**config.mk**
```make
export PLATFORM = sky130hd
export DESIGN_NAME = sensor_frame_serializer_unit
export DESIGN_NICKNAME = d
export VERILOG_FILES = /design/src/rtl/core/sfs_pkg.sv /design/src/rtl/core/sfs_front.sv /design/src/rtl/core/sfs_desc_fifo.sv /design/src/rtl/core/sfs_back.sv /design/src/rtl/core/sensor_frame_serializer_unit.sv
export SDC_FILE = /design/constraint.sdc
export NUM_CORES = 1
export LEC_CHECK = 0
export ABC_AREA = 1
export BUFFER_PORTS_ARGS = -buffer_cell sky130_fd_sc_hd__buf_2
export CORE_MARGIN = 5
export CORE_UTILIZATION = 45
export DETAILED_ROUTE_END_ITERATION = 6
export GPL_TIMING_DRIVEN = 0
export PLACE_DENSITY_LB_ADDON = 0.08
export SLEW_MARGIN = 10
export SYNTH_ARGS = -nofsm -noshare
export SYNTH_HDL_FRONTEND = slang
export SYNTH_SLANG_ARGS = --single-unit
export TNS_END_PERCENT = 50
```
**constraint.sdc**
```tcl
create_clock -name clk -period 9.2 [get_ports clk]
set_input_delay 0.92 -clock clk [delete_from_list [all_inputs] [get_ports clk]]
set_output_delay 0.92 -clock clk [all_outputs]
set_load 0.03 [all_outputs]
```
**src/rtl/core/sfs_pkg.sv**
```systemverilog
// Shared types and constants of the sensor frame serializer.
package sfs_pkg;

    localparam int unsigned FrameOverhead = 14;
    localparam int unsigned MaxFrame      = 20;
    localparam int unsigned PayloadStart  = 7;

    localparam int unsigned PosWidth  = $clog2(MaxFrame + 1);
    localparam int unsigned CfgWidth  = 16;

    localparam logic [15:0] HeaderWordReset      = 16'hAA55;
    localparam logic [15:0] TailWordReset        = 16'h55AA;
    localparam logic [7:0]  TypeSensorDataReset  = 8'd1;
    localparam logic [7:0]  TypeStatusReset      = 8'd2;
    localparam logic [7:0]  TypeHeartbeatReset   = 8'd3;
    localparam logic [7:0]  DigitalKindReset     = 8'd0;
    localparam logic [7:0]  QualityGoodReset     = 8'd0;
    localparam logic [7:0]  SizeLimitReset       = 8'd255;

    typedef enum logic [2:0] {
        CfgHeaderWord     = 3'd0,
        CfgTailWord       = 3'd1,
        CfgTypeSensorData = 3'd2,
        CfgTypeStatus     = 3'd3,
        CfgTypeHeartbeat  = 3'd4,
        CfgDigitalKind    = 3'd5,
        CfgQualityGood    = 3'd6,
        CfgSizeLimit      = 3'd7
    } cfg_index_t;

    typedef enum logic [1:0] {
        OpDigital   = 2'd0,
        OpStatus    = 2'd1,
        OpHeartbeat = 2'd2,
        OpUnused    = 2'd3
    } opcode_t;

    typedef struct packed {
        logic [15:0] header_word;
        logic [15:0] tail_word;
        logic [7:0]  type_sensor_data;
        logic [7:0]  type_status;
        logic [7:0]  type_heartbeat;
        logic [7:0]  digital_kind_code;
        logic [7:0]  quality_good_code;
        logic [7:0]  size_limit;
    } cfg_t;

    // One classified frame request, as the back end needs it.
    typedef struct packed {
        logic        rejected;
        logic [15:0] sensor_tag;
        logic [7:0]  type_code;
        logic [2:0]  payload_len;
        logic [47:0] payload;
        logic [31:0] timestamp;
    } desc_t;

endpackage

```
**src/rtl/core/sfs_front.sv**
```systemverilog
// Front end: classifies one request into a frame descriptor.
module sfs_front (
    input  logic [1:0]    opcode,
    input  logic [15:0]   sensor_tag,
    input  logic          detected,
    input  logic [7:0]    status_code,
    input  logic [31:0]   uptime_seconds,
    input  logic [7:0]    battery_charge,
    input  logic [31:0]   timestamp,
    input  sfs_pkg::cfg_t cfg,
    output logic          desc_ok,
    output sfs_pkg::desc_t desc
);

    logic [sfs_pkg::PosWidth-1:0] frame_size;

    always_comb
    begin
        desc_ok          = 1'b1;
        desc.sensor_tag  = sensor_tag;
        desc.timestamp   = timestamp;
        desc.type_code   = cfg.type_sensor_data;
        desc.payload_len = 3'd6;
        desc.payload     = {cfg.digital_kind_code, 24'd0, 7'd0, detected,
                            cfg.quality_good_code};
        case (sfs_pkg::opcode_t'(opcode))
            sfs_pkg::OpDigital:
            begin
            end
            sfs_pkg::OpStatus:
            begin
                desc.type_code   = cfg.type_status;
                desc.payload_len = 3'd1;
                desc.payload     = {status_code, 40'd0};
            end
            sfs_pkg::OpHeartbeat:
            begin
                desc.type_code   = cfg.type_heartbeat;
                desc.payload_len = 3'd5;
                desc.payload     = {uptime_seconds, battery_charge, 8'd0};
            end
            default:
            begin
                desc_ok = 1'b0;
            end
        endcase
        frame_size    = sfs_pkg::PosWidth'(sfs_pkg::FrameOverhead)
                      + sfs_pkg::PosWidth'(desc.payload_len);
        desc.rejected = (8'(frame_size) > cfg.size_limit);
    end

endmodule

```
**src/rtl/core/sfs_desc_fifo.sv**
```systemverilog
// Short descriptor queue between the front end and the back end.
module sfs_desc_fifo #(
    parameter int unsigned DEPTH = 2
) (
    input  logic           clk,
    input  logic           rst_n,
    input  logic           wr_en,
    input  sfs_pkg::desc_t wr_data,
    input  logic           rd_en,
    output sfs_pkg::desc_t rd_data,
    output logic           full,
    output logic           empty
);

    localparam int unsigned PtrWidth = (DEPTH > 1) ? $clog2(DEPTH) : 1;
    localparam int unsigned CntWidth = $clog2(DEPTH + 1);

    sfs_pkg::desc_t mem [DEPTH];

    logic [PtrWidth-1:0] wr_ptr_reg, wr_ptr_next;
    logic [PtrWidth-1:0] rd_ptr_reg, rd_ptr_next;
    logic [CntWidth-1:0] count_reg, count_next;
    logic                do_wr, do_rd;

    assign full    = (count_reg == CntWidth'(DEPTH));
    assign empty   = (count_reg == '0);
    assign do_wr   = wr_en && !full;
    assign do_rd   = rd_en && !empty;
    assign rd_data = mem[rd_ptr_reg];

    always_comb
    begin
        wr_ptr_next = wr_ptr_reg;
        rd_ptr_next = rd_ptr_reg;
        count_next  = count_reg;
        if (do_wr)
        begin
            wr_ptr_next = (wr_ptr_reg == PtrWidth'(DEPTH - 1)) ? '0 : wr_ptr_reg + 1'b1;
        end
        if (do_rd)
        begin
            rd_ptr_next = (rd_ptr_reg == PtrWidth'(DEPTH - 1)) ? '0 : rd_ptr_reg + 1'b1;
        end
        if (do_wr && !do_rd)
        begin
            count_next = count_reg + 1'b1;
        end
        else if (do_rd && !do_wr)
        begin
            count_next = count_reg - 1'b1;
        end
    end

    always_ff @(posedge clk or negedge rst_n)
    begin
        if (!rst_n)
        begin
            wr_ptr_reg <= '0;
            rd_ptr_reg <= '0;
            count_reg  <= '0;
        end
        else
        begin
            wr_ptr_reg <= wr_ptr_next;
            rd_ptr_reg <= rd_ptr_next;
            count_reg  <= count_next;
        end
    end

    always_ff @(posedge clk)
    begin
        if (do_wr)
        begin
            mem[wr_ptr_reg] <= wr_data;
        end
    end

endmodule

```
**src/rtl/core/sfs_back.sv**
```systemverilog
// Back end: walks one descriptor byte by byte into the output register.
module sfs_back (
    input  logic           clk,
    input  logic           rst_n,
    input  sfs_pkg::cfg_t  cfg,
    input  sfs_pkg::desc_t head,
    input  logic           head_valid,
    output logic           head_pop,
    input  logic           pop,
    output logic           empty,
    output logic [7:0]     frame_byte,
    output logic           last_byte,
    output logic           rejected
);

    localparam int unsigned PW = sfs_pkg::PosWidth;

    logic [PW-1:0] pos_reg, pos_next;
    logic [7:0]    xor_reg, xor_next;
    logic          valid_reg, valid_next;
    logic [7:0]    byte_reg;
    logic          last_reg;
    logic          rej_reg;

    logic [PW-1:0] frame_size;
    logic [PW-1:0] pay_end;
    logic [PW-1:0] ts_end;
    logic [2:0]    pay_idx;
    logic [1:0]    ts_idx;
    logic [7:0]    cur_byte;
    logic          cur_last;
    logic          cur_in_sum;
    logic          emit;

    assign emit     = head_valid && (!valid_reg || pop);
    assign head_pop = emit && cur_last;

    always_comb
    begin
        frame_size = PW'(sfs_pkg::FrameOverhead) + PW'(head.payload_len);
        pay_end    = PW'(sfs_pkg::PayloadStart) + PW'(head.payload_len);
        ts_end     = pay_end + PW'(4);
        pay_idx    = 3'(pos_reg - PW'(sfs_pkg::PayloadStart));
        ts_idx     = 2'(pos_reg - pay_end);
        cur_last   = 1'b0;
        cur_in_sum = (pos_reg >= PW'(2)) && (pos_reg < frame_size - PW'(3));
        cur_byte   = 8'd0;
        if (head.rejected)
        begin
            cur_last   = 1'b1;
            cur_in_sum = 1'b0;
        end
        else if (pos_reg == PW'(0))
        begin
            cur_byte = cfg.header_word[15:8];
        end
        else if (pos_reg == PW'(1))
        begin
            cur_byte = cfg.header_word[7:0];
        end
        else if (pos_reg == PW'(2))
        begin
            cur_byte = head.sensor_tag[15:8];
        end
        else if (pos_reg == PW'(3))
        begin
            cur_byte = head.sensor_tag[7:0];
        end
        else if (pos_reg == PW'(4))
        begin
            cur_byte = head.type_code;
        end
        else if (pos_reg == PW'(5))
        begin
            cur_byte = 8'd0;
        end
        else if (pos_reg == PW'(6))
        begin
            cur_byte = {5'd0, head.payload_len};
        end
        else if (pos_reg < pay_end)
        begin
            case (pay_idx)
                3'd0:    cur_byte = head.payload[47:40];
                3'd1:    cur_byte = head.payload[39:32];
                3'd2:    cur_byte = head.payload[31:24];
                3'd3:    cur_byte = head.payload[23:16];
                3'd4:    cur_byte = head.payload[15:8];
                3'd5:    cur_byte = head.payload[7:0];
                default: cur_byte = 8'd0;
            endcase
        end
        else if (pos_reg < ts_end)
        begin
            case (ts_idx)
                2'd0:    cur_byte = head.timestamp[31:24];
                2'd1:    cur_byte = head.timestamp[23:16];
                2'd2:    cur_byte = head.timestamp[15:8];
                default: cur_byte = head.timestamp[7:0];
            endcase
        end
        else if (pos_reg == ts_end)
        begin
            cur_byte = xor_reg;
        end
        else if (pos_reg == ts_end + PW'(1))
        begin
            cur_byte = cfg.tail_word[15:8];
        end
        else
        begin
            cur_byte = cfg.tail_word[7:0];
            cur_last = 1'b1;
        end
    end

    always_comb
    begin
        pos_next   = pos_reg;
        xor_next   = xor_reg;
        valid_next = valid_reg;
        if (emit)
        begin
            valid_next = 1'b1;
            if (cur_last)
            begin
                pos_next = '0;
                xor_next = 8'd0;
            end
            else
            begin
                pos_next = pos_reg + 1'b1;
                if (cur_in_sum)
                begin
                    xor_next = xor_reg ^ cur_byte;
                end
            end
        end
        else if (pop)
        begin
            valid_next = 1'b0;
        end
    end

    always_ff @(posedge clk or negedge rst_n)
    begin
        if (!rst_n)
        begin
            pos_reg   <= '0;
            xor_reg   <= 8'd0;
            valid_reg <= 1'b0;
        end
        else
        begin
            pos_reg   <= pos_next;
            xor_reg   <= xor_next;
            valid_reg <= valid_next;
        end
    end

    always_ff @(posedge clk)
    begin
        if (emit)
        begin
            byte_reg <= cur_byte;
            last_reg <= cur_last;
            rej_reg  <= head.rejected;
        end
    end

    assign empty      = !valid_reg;
    assign frame_byte = byte_reg;
    assign last_byte  = last_reg;
    assign rejected   = rej_reg;

`ifndef SYNTHESIS
    a_pos_in_range: assert property (@(posedge clk) disable iff (!rst_n)
        pos_reg < PW'(sfs_pkg::MaxFrame))
        else $error("byte position ran past the longest frame");

    a_pos_needs_head: assert property (@(posedge clk) disable iff (!rst_n)
        (pos_reg != '0) |-> head_valid)
        else $error("frame in progress without a descriptor at the queue head");

    a_pop_restarts: assert property (@(posedge clk) disable iff (!rst_n)
        head_pop |=> (pos_reg == '0) && (xor_reg == 8'd0))
        else $error("position or checksum not cleared after a frame");

    a_reject_is_last: assert property (@(posedge clk) disable iff (!rst_n)
        (valid_reg && rej_reg) |-> last_reg)
        else $error("rejection result not marked as last");
`endif

endmodule

```
**src/rtl/core/sensor_frame_serializer_unit.sv**
```systemverilog
// Top level of the sensor frame serializer: configuration registers and datapath wiring.
//
// Usage:
// The input side is a queue write port: a request transaction (opcode, sensor id,
// reading fields, timestamp) is taken at a clock edge with push high and full low.
// The result side is a queue read port: while empty is low, frame_byte, last_byte
// and rejected show the oldest result, and a pop with empty low takes it.
// Each request produces one frame, one byte per result transaction: 20 bytes for
// a digital reading, 15 for a status and 19 for a heartbeat, with last_byte set on
// the final tail byte. A frame longer than size_limit yields a single result with
// frame_byte zero and both last_byte and rejected set. Opcode 3 is taken and dropped.
// The front end classifies a request in the accept cycle and writes it into a
// descriptor queue (DESC_DEPTH entries); the back end then emits one byte per
// cycle while the receiver keeps popping, passing each byte through the output
// register to the result ports, with no gap between frames. The queue keeps taking
// requests while the back end is still sending an earlier frame.
// When the receiver stalls, the output register holds its byte, the back end
// waits, and full rises once the queue has filled. Reset empties the queue and
// output and returns every configuration register to its default value.
module sensor_frame_serializer_unit #(
    parameter int unsigned DESC_DEPTH = 2
) (
    input  logic        clk,
    input  logic        rst_n,

    input  logic        push,
    output logic        full,
    input  logic [1:0]  opcode,
    input  logic [15:0] sensor_tag,
    input  logic        detected,
    input  logic [7:0]  status_code,
    input  logic [31:0] uptime_seconds,
    input  logic [7:0]  battery_charge,
    input  logic [31:0] timestamp,

    output logic        empty,
    input  logic        pop,
    output logic [7:0]  frame_byte,
    output logic        last_byte,
    output logic        rejected,

    input  logic        cfg_write,
    input  logic [2:0]  cfg_index,
    input  logic [sfs_pkg::CfgWidth-1:0] cfg_data
);

    sfs_pkg::cfg_t  cfg_reg, cfg_next;
    sfs_pkg::desc_t front_desc;
    sfs_pkg::desc_t head_desc;
    logic           front_ok;
    logic           fifo_empty;
    logic           head_pop;

    // Configuration registers. The user must write them only while the block is idle;
    // the block does not enforce this, and both ends read them directly.
    always_comb
    begin
        cfg_next = cfg_reg;
        if (cfg_write)
        begin
            case (sfs_pkg::cfg_index_t'(cfg_index))
                sfs_pkg::CfgHeaderWord:     cfg_next.header_word       = cfg_data[15:0];
                sfs_pkg::CfgTailWord:       cfg_next.tail_word         = cfg_data[15:0];
                sfs_pkg::CfgTypeSensorData: cfg_next.type_sensor_data  = cfg_data[7:0];
                sfs_pkg::CfgTypeStatus:     cfg_next.type_status       = cfg_data[7:0];
                sfs_pkg::CfgTypeHeartbeat:  cfg_next.type_heartbeat    = cfg_data[7:0];
                sfs_pkg::CfgDigitalKind:    cfg_next.digital_kind_code = cfg_data[7:0];
                sfs_pkg::CfgQualityGood:    cfg_next.quality_good_code = cfg_data[7:0];
                sfs_pkg::CfgSizeLimit:      cfg_next.size_limit        = cfg_data[7:0];
                default:
                begin
                end
            endcase
        end
    end

    always_ff @(posedge clk or negedge rst_n)
    begin
        if (!rst_n)
        begin
            cfg_reg.header_word       <= sfs_pkg::HeaderWordReset;
            cfg_reg.tail_word         <= sfs_pkg::TailWordReset;
            cfg_reg.type_sensor_data  <= sfs_pkg::TypeSensorDataReset;
            cfg_reg.type_status       <= sfs_pkg::TypeStatusReset;
            cfg_reg.type_heartbeat    <= sfs_pkg::TypeHeartbeatReset;
            cfg_reg.digital_kind_code <= sfs_pkg::DigitalKindReset;
            cfg_reg.quality_good_code <= sfs_pkg::QualityGoodReset;
            cfg_reg.size_limit        <= sfs_pkg::SizeLimitReset;
        end
        else
        begin
            cfg_reg <= cfg_next;
        end
    end

    // Front end: classification of the incoming request.
    sfs_front u_front (
        .opcode         (opcode),
        .sensor_tag     (sensor_tag),
        .detected       (detected),
        .status_code    (status_code),
        .uptime_seconds (uptime_seconds),
        .battery_charge (battery_charge),
        .timestamp      (timestamp),
        .cfg            (cfg_reg),
        .desc_ok        (front_ok),
        .desc           (front_desc)
    );

    // Descriptor queue; an unused opcode is accepted but never enqueued.
    sfs_desc_fifo #(
        .DEPTH (DESC_DEPTH)
    ) u_fifo (
        .clk     (clk),
        .rst_n   (rst_n),
        .wr_en   (push && front_ok),
        .wr_data (front_desc),
        .rd_en   (head_pop),
        .rd_data (head_desc),
        .full    (full),
        .empty   (fifo_empty)
    );

    // Back end: byte sequencer, checksum and output register.
    sfs_back u_back (
        .clk        (clk),
        .rst_n      (rst_n),
        .cfg        (cfg_reg),
        .head       (head_desc),
        .head_valid (!fifo_empty),
        .head_pop   (head_pop),
        .pop        (pop),
        .empty      (empty),
        .frame_byte (frame_byte),
        .last_byte  (last_byte),
        .rejected   (rejected)
    );

endmodule

```
==> metrics <==
mux cell area share after synthesis=0.144%; GR met2 Demand/Resource=35.4%; Worst Path Arrival=5.34 ns; Synth Cell Area=around 15000 sq um; maximum VDD drop=0.136 mV; Synth cell types=46; Antenna Violating Nets Remaining=0; first-pass GRT wire length=61.2 mm; Iter 0 DRT Violations=between 700 and 800; most common cell in the netlist=nand2_1; # Post-CTS Setup Buffers=0; critical path class=flip-flop to flip-flop; register share of total power=between 30% and 40%; Post-synth top cells=nand2_1, edfxtp_1, inv_1; top cell type's share of synthesized area=between 40% and 50%; leading area contributor after synthesis=edfxtp_1; Largest register FFs=approximately 220; max-cap viol count=0; final worst-path cycle share=53.2%; core area=roughly 33000 sq um; Vert. Die Dim=between 150 and 200 um; # setup viols final=0; Net Switching=2.40 mW; layout cells sized above 1=~17%; M1 GR Usage=between 30 and 40%; met3 Track Usage GR=between 3 and 4%; Synth area leaders=edfxtp_1, nand2_1, dfrtp_1; simple-gate share of the synthesized area=20.3%; Wirelength per Cell=18.3 um; Worst-path clk slew=0.06 ns; slew margin rel.=32.5%; DRT Pass-1 Iters=5; status=complete, no violations; CP Capture Type=flip-flop; number of synthesized register bits=about 320; hold buffer count at CTS=0; clock power share=23.4%; Total GRT Usage=21.7%; Worst Hold Class=input port to async pin; n_diodes=0; Boundary Pins=135; CTS tree=built; post-synthesis compound-gate area fraction=8.32%; unrepaired setup endpoints after global routing=false; Nets=about 1900; WP data required=9.64 ns; Initial Util=45.5%; number of CTS-inserted buffers=37; Post-Syn Instances=roughly 1500; Most used DFF post-synth=edfxtp_1; number of global-route vias before repair=10800; Async S/R FF share, synth=between 30% and 40%; Pins Over Slew Limit=0; die area=36700 sq um; grt ovf=0; syn nets=approximately 1700; GP Congestion=~0.9; placed inst area=16400 sq um; Crit path max-delay family=simple AND/OR/NAND/NOR gates; Worst Tran Pin Value=1.01 ns; sw frac=40.9%; htree depth=2; Pleak=7.83 nW; EDFF count, synth=between 200 and 250; antenna violations before repair=0; Finished Cell Area=~17000 sq um; Worst Hold Margin=between 0.3 and 0.4 ns; slowest cell on the critical path=o21ai_0; DRT Wirelength=roughly 40 mm; Worst Path Max Fanout=10; via/cell ratio=5.07; post-DP HPWL=28.8 mm; clk_skew=0.0175 ns; Int Pwr=3.46 mW; total number of vias=around 11000; CTS resizes=0; CTS Buffer Depth=3; CP Buf/Inv Count=7; Rows=66; largest family of logic cells by synthesized area=simple AND/OR/NAND/NOR gates; sequential area share after synthesis=62.6%; syn_area_per_cell=9.70 sq um; worst skew pair latency=0.52 ns; Chip Width=approximately 190 um; Period minus WS final=4.90 ns; PwrDens=about 340 nW/um^2; clock sinks=between 300 and 400; Port Buf Inserts=134; final hold viol count=0; Post-Synth XOR/XNOR Area=less than 1%; root buf cell=clkbuf_16; largest net degree at the start of global routing=66; Worst path max stage delay=~0.61 ns; DRC Markers=0; GR peak layer=met2; fmax=between 200 and 250 MHz; critical path launch point type=flip-flop; Post-Synth Adder-Cell Area=2.53%; synth warn=0; Comb power frac=between 40% and 50%; Area Growth Syn to Fin=17.9%
-- through the flow --
step | util [%] | cells | setup TNS, ns | setup WS (ns) | power (mW)
floorplan | - | 1527 | 0 | 2.64 | 3.64
CTS | 53.7 | 2182 | 0 | 4.34 | 5.89
detailed placement | 50.3 | 2115 | 0 | 4.37 | 4.51
finish | 53.7 | 2182 | 0 | 4.30 | 5.86
global placement | 49.3 | 2103 | -184.03 | -0.898 | 4.47
global route | 53.7 | 2182 | 0 | 3.96 | 6.23
-- routing by layer --
metal	routed length, um	vias to the layer above
met5	0	-
met2	18600	282
li1	-	5415
met1	18400	5304
met3	2060	62
met4	821	0
-- power groups by stage --
stage,sequential (mW),combinational [mW],clock (mW)
final,2.03,2.46,1.37
after global routing,2.05,2.72,1.46
after CTS,2.03,2.47,1.40
after detailed placement,2.05,2.46,0
after global placement,2.11,2.36,0
after floorplan,2.11,1.53,0
-- cell families after synthesis --
kind of cell,count (synthesis)
muxes,2
DFF,324
xor gates and xnor gates,8
buffers and inverters,203
AOI/OAI and AO/OA,232
adders and majority gates,30
and+or+nand+nor,728
-- area by class of cell --
class / count / area, sq um
Buffer: 56 / 272
Clock buffer: 52 / 1020
Clock inverter: 15 / 92.6
Fill cell: 3022 / 15100
Inverter: 147 / 552
Multi-Input combinational cell: 1000 / 4740
Sequential cell: 324 / 9270
Tap cell: 442 / 553
Timing Repair Buffer: 146 / 967
-- layout by cell type, fill, tap and decap left out, types with 2 or more instances in the layout --
| master | instances |
|---|---|
| a211oi_1 | 2 |
| inv_1 | 139 |
| a31oi_1 | 5 |
| clkinv_1 | 10 |
| nor2_2 | 5 |
| clkbuf_16 | 39 |
| nor2_4 | 5 |
| xor2_1 | 5 |
| nor3_1 | 15 |
| nor2_1 | 73 |
| nand2_2 | 6 |
| buf_6 | 2 |
| o2111ai_1 | 2 |
| nand3_1 | 59 |
| buf_2 | 155 |
| clkinv_2 | 4 |
| a21oi_1 | 109 |
| o21ai_0 | 98 |
| or2_2 | 13 |
| buf_16 | 8 |
| a21boi_0 | 7 |
| buf_12 | 3 |
| ha_1 | 30 |
| xnor2_1 | 2 |
| dfstp_2 | 28 |
| inv_2 | 7 |
| buf_4 | 7 |
| dfrtp_1 | 70 |
| o21ai_1 | 3 |
| edfxtp_1 | 226 |
| nand2_1 | 531 |
| clkbuf_1 | 38 |
| nand3_2 | 5 |
| nand4_1 | 8 |
| nor3_4 | 3 |
-- final timing paths --
path	start	endpoint	slack, ns	cells past startpoint
setup / recovery	u_fifo.rd_ptr_reg	u_back.xor_reg[5]	4.30	26
hold reg to reg	cfg_reg[36]	cfg_reg[36]	0.48	2
max in group asynchronous	rst_n	cfg_reg[1]	8.20	2
setup reg to reg	u_fifo.rd_ptr_reg	u_back.xor_reg[5]	4.30	26
min in group clk	cfg_reg[36]	cfg_reg[36]	0.48	2
hold / removal	rst_n	u_back.valid_reg	0.30	1
Power figures use the tool's default switching activity.
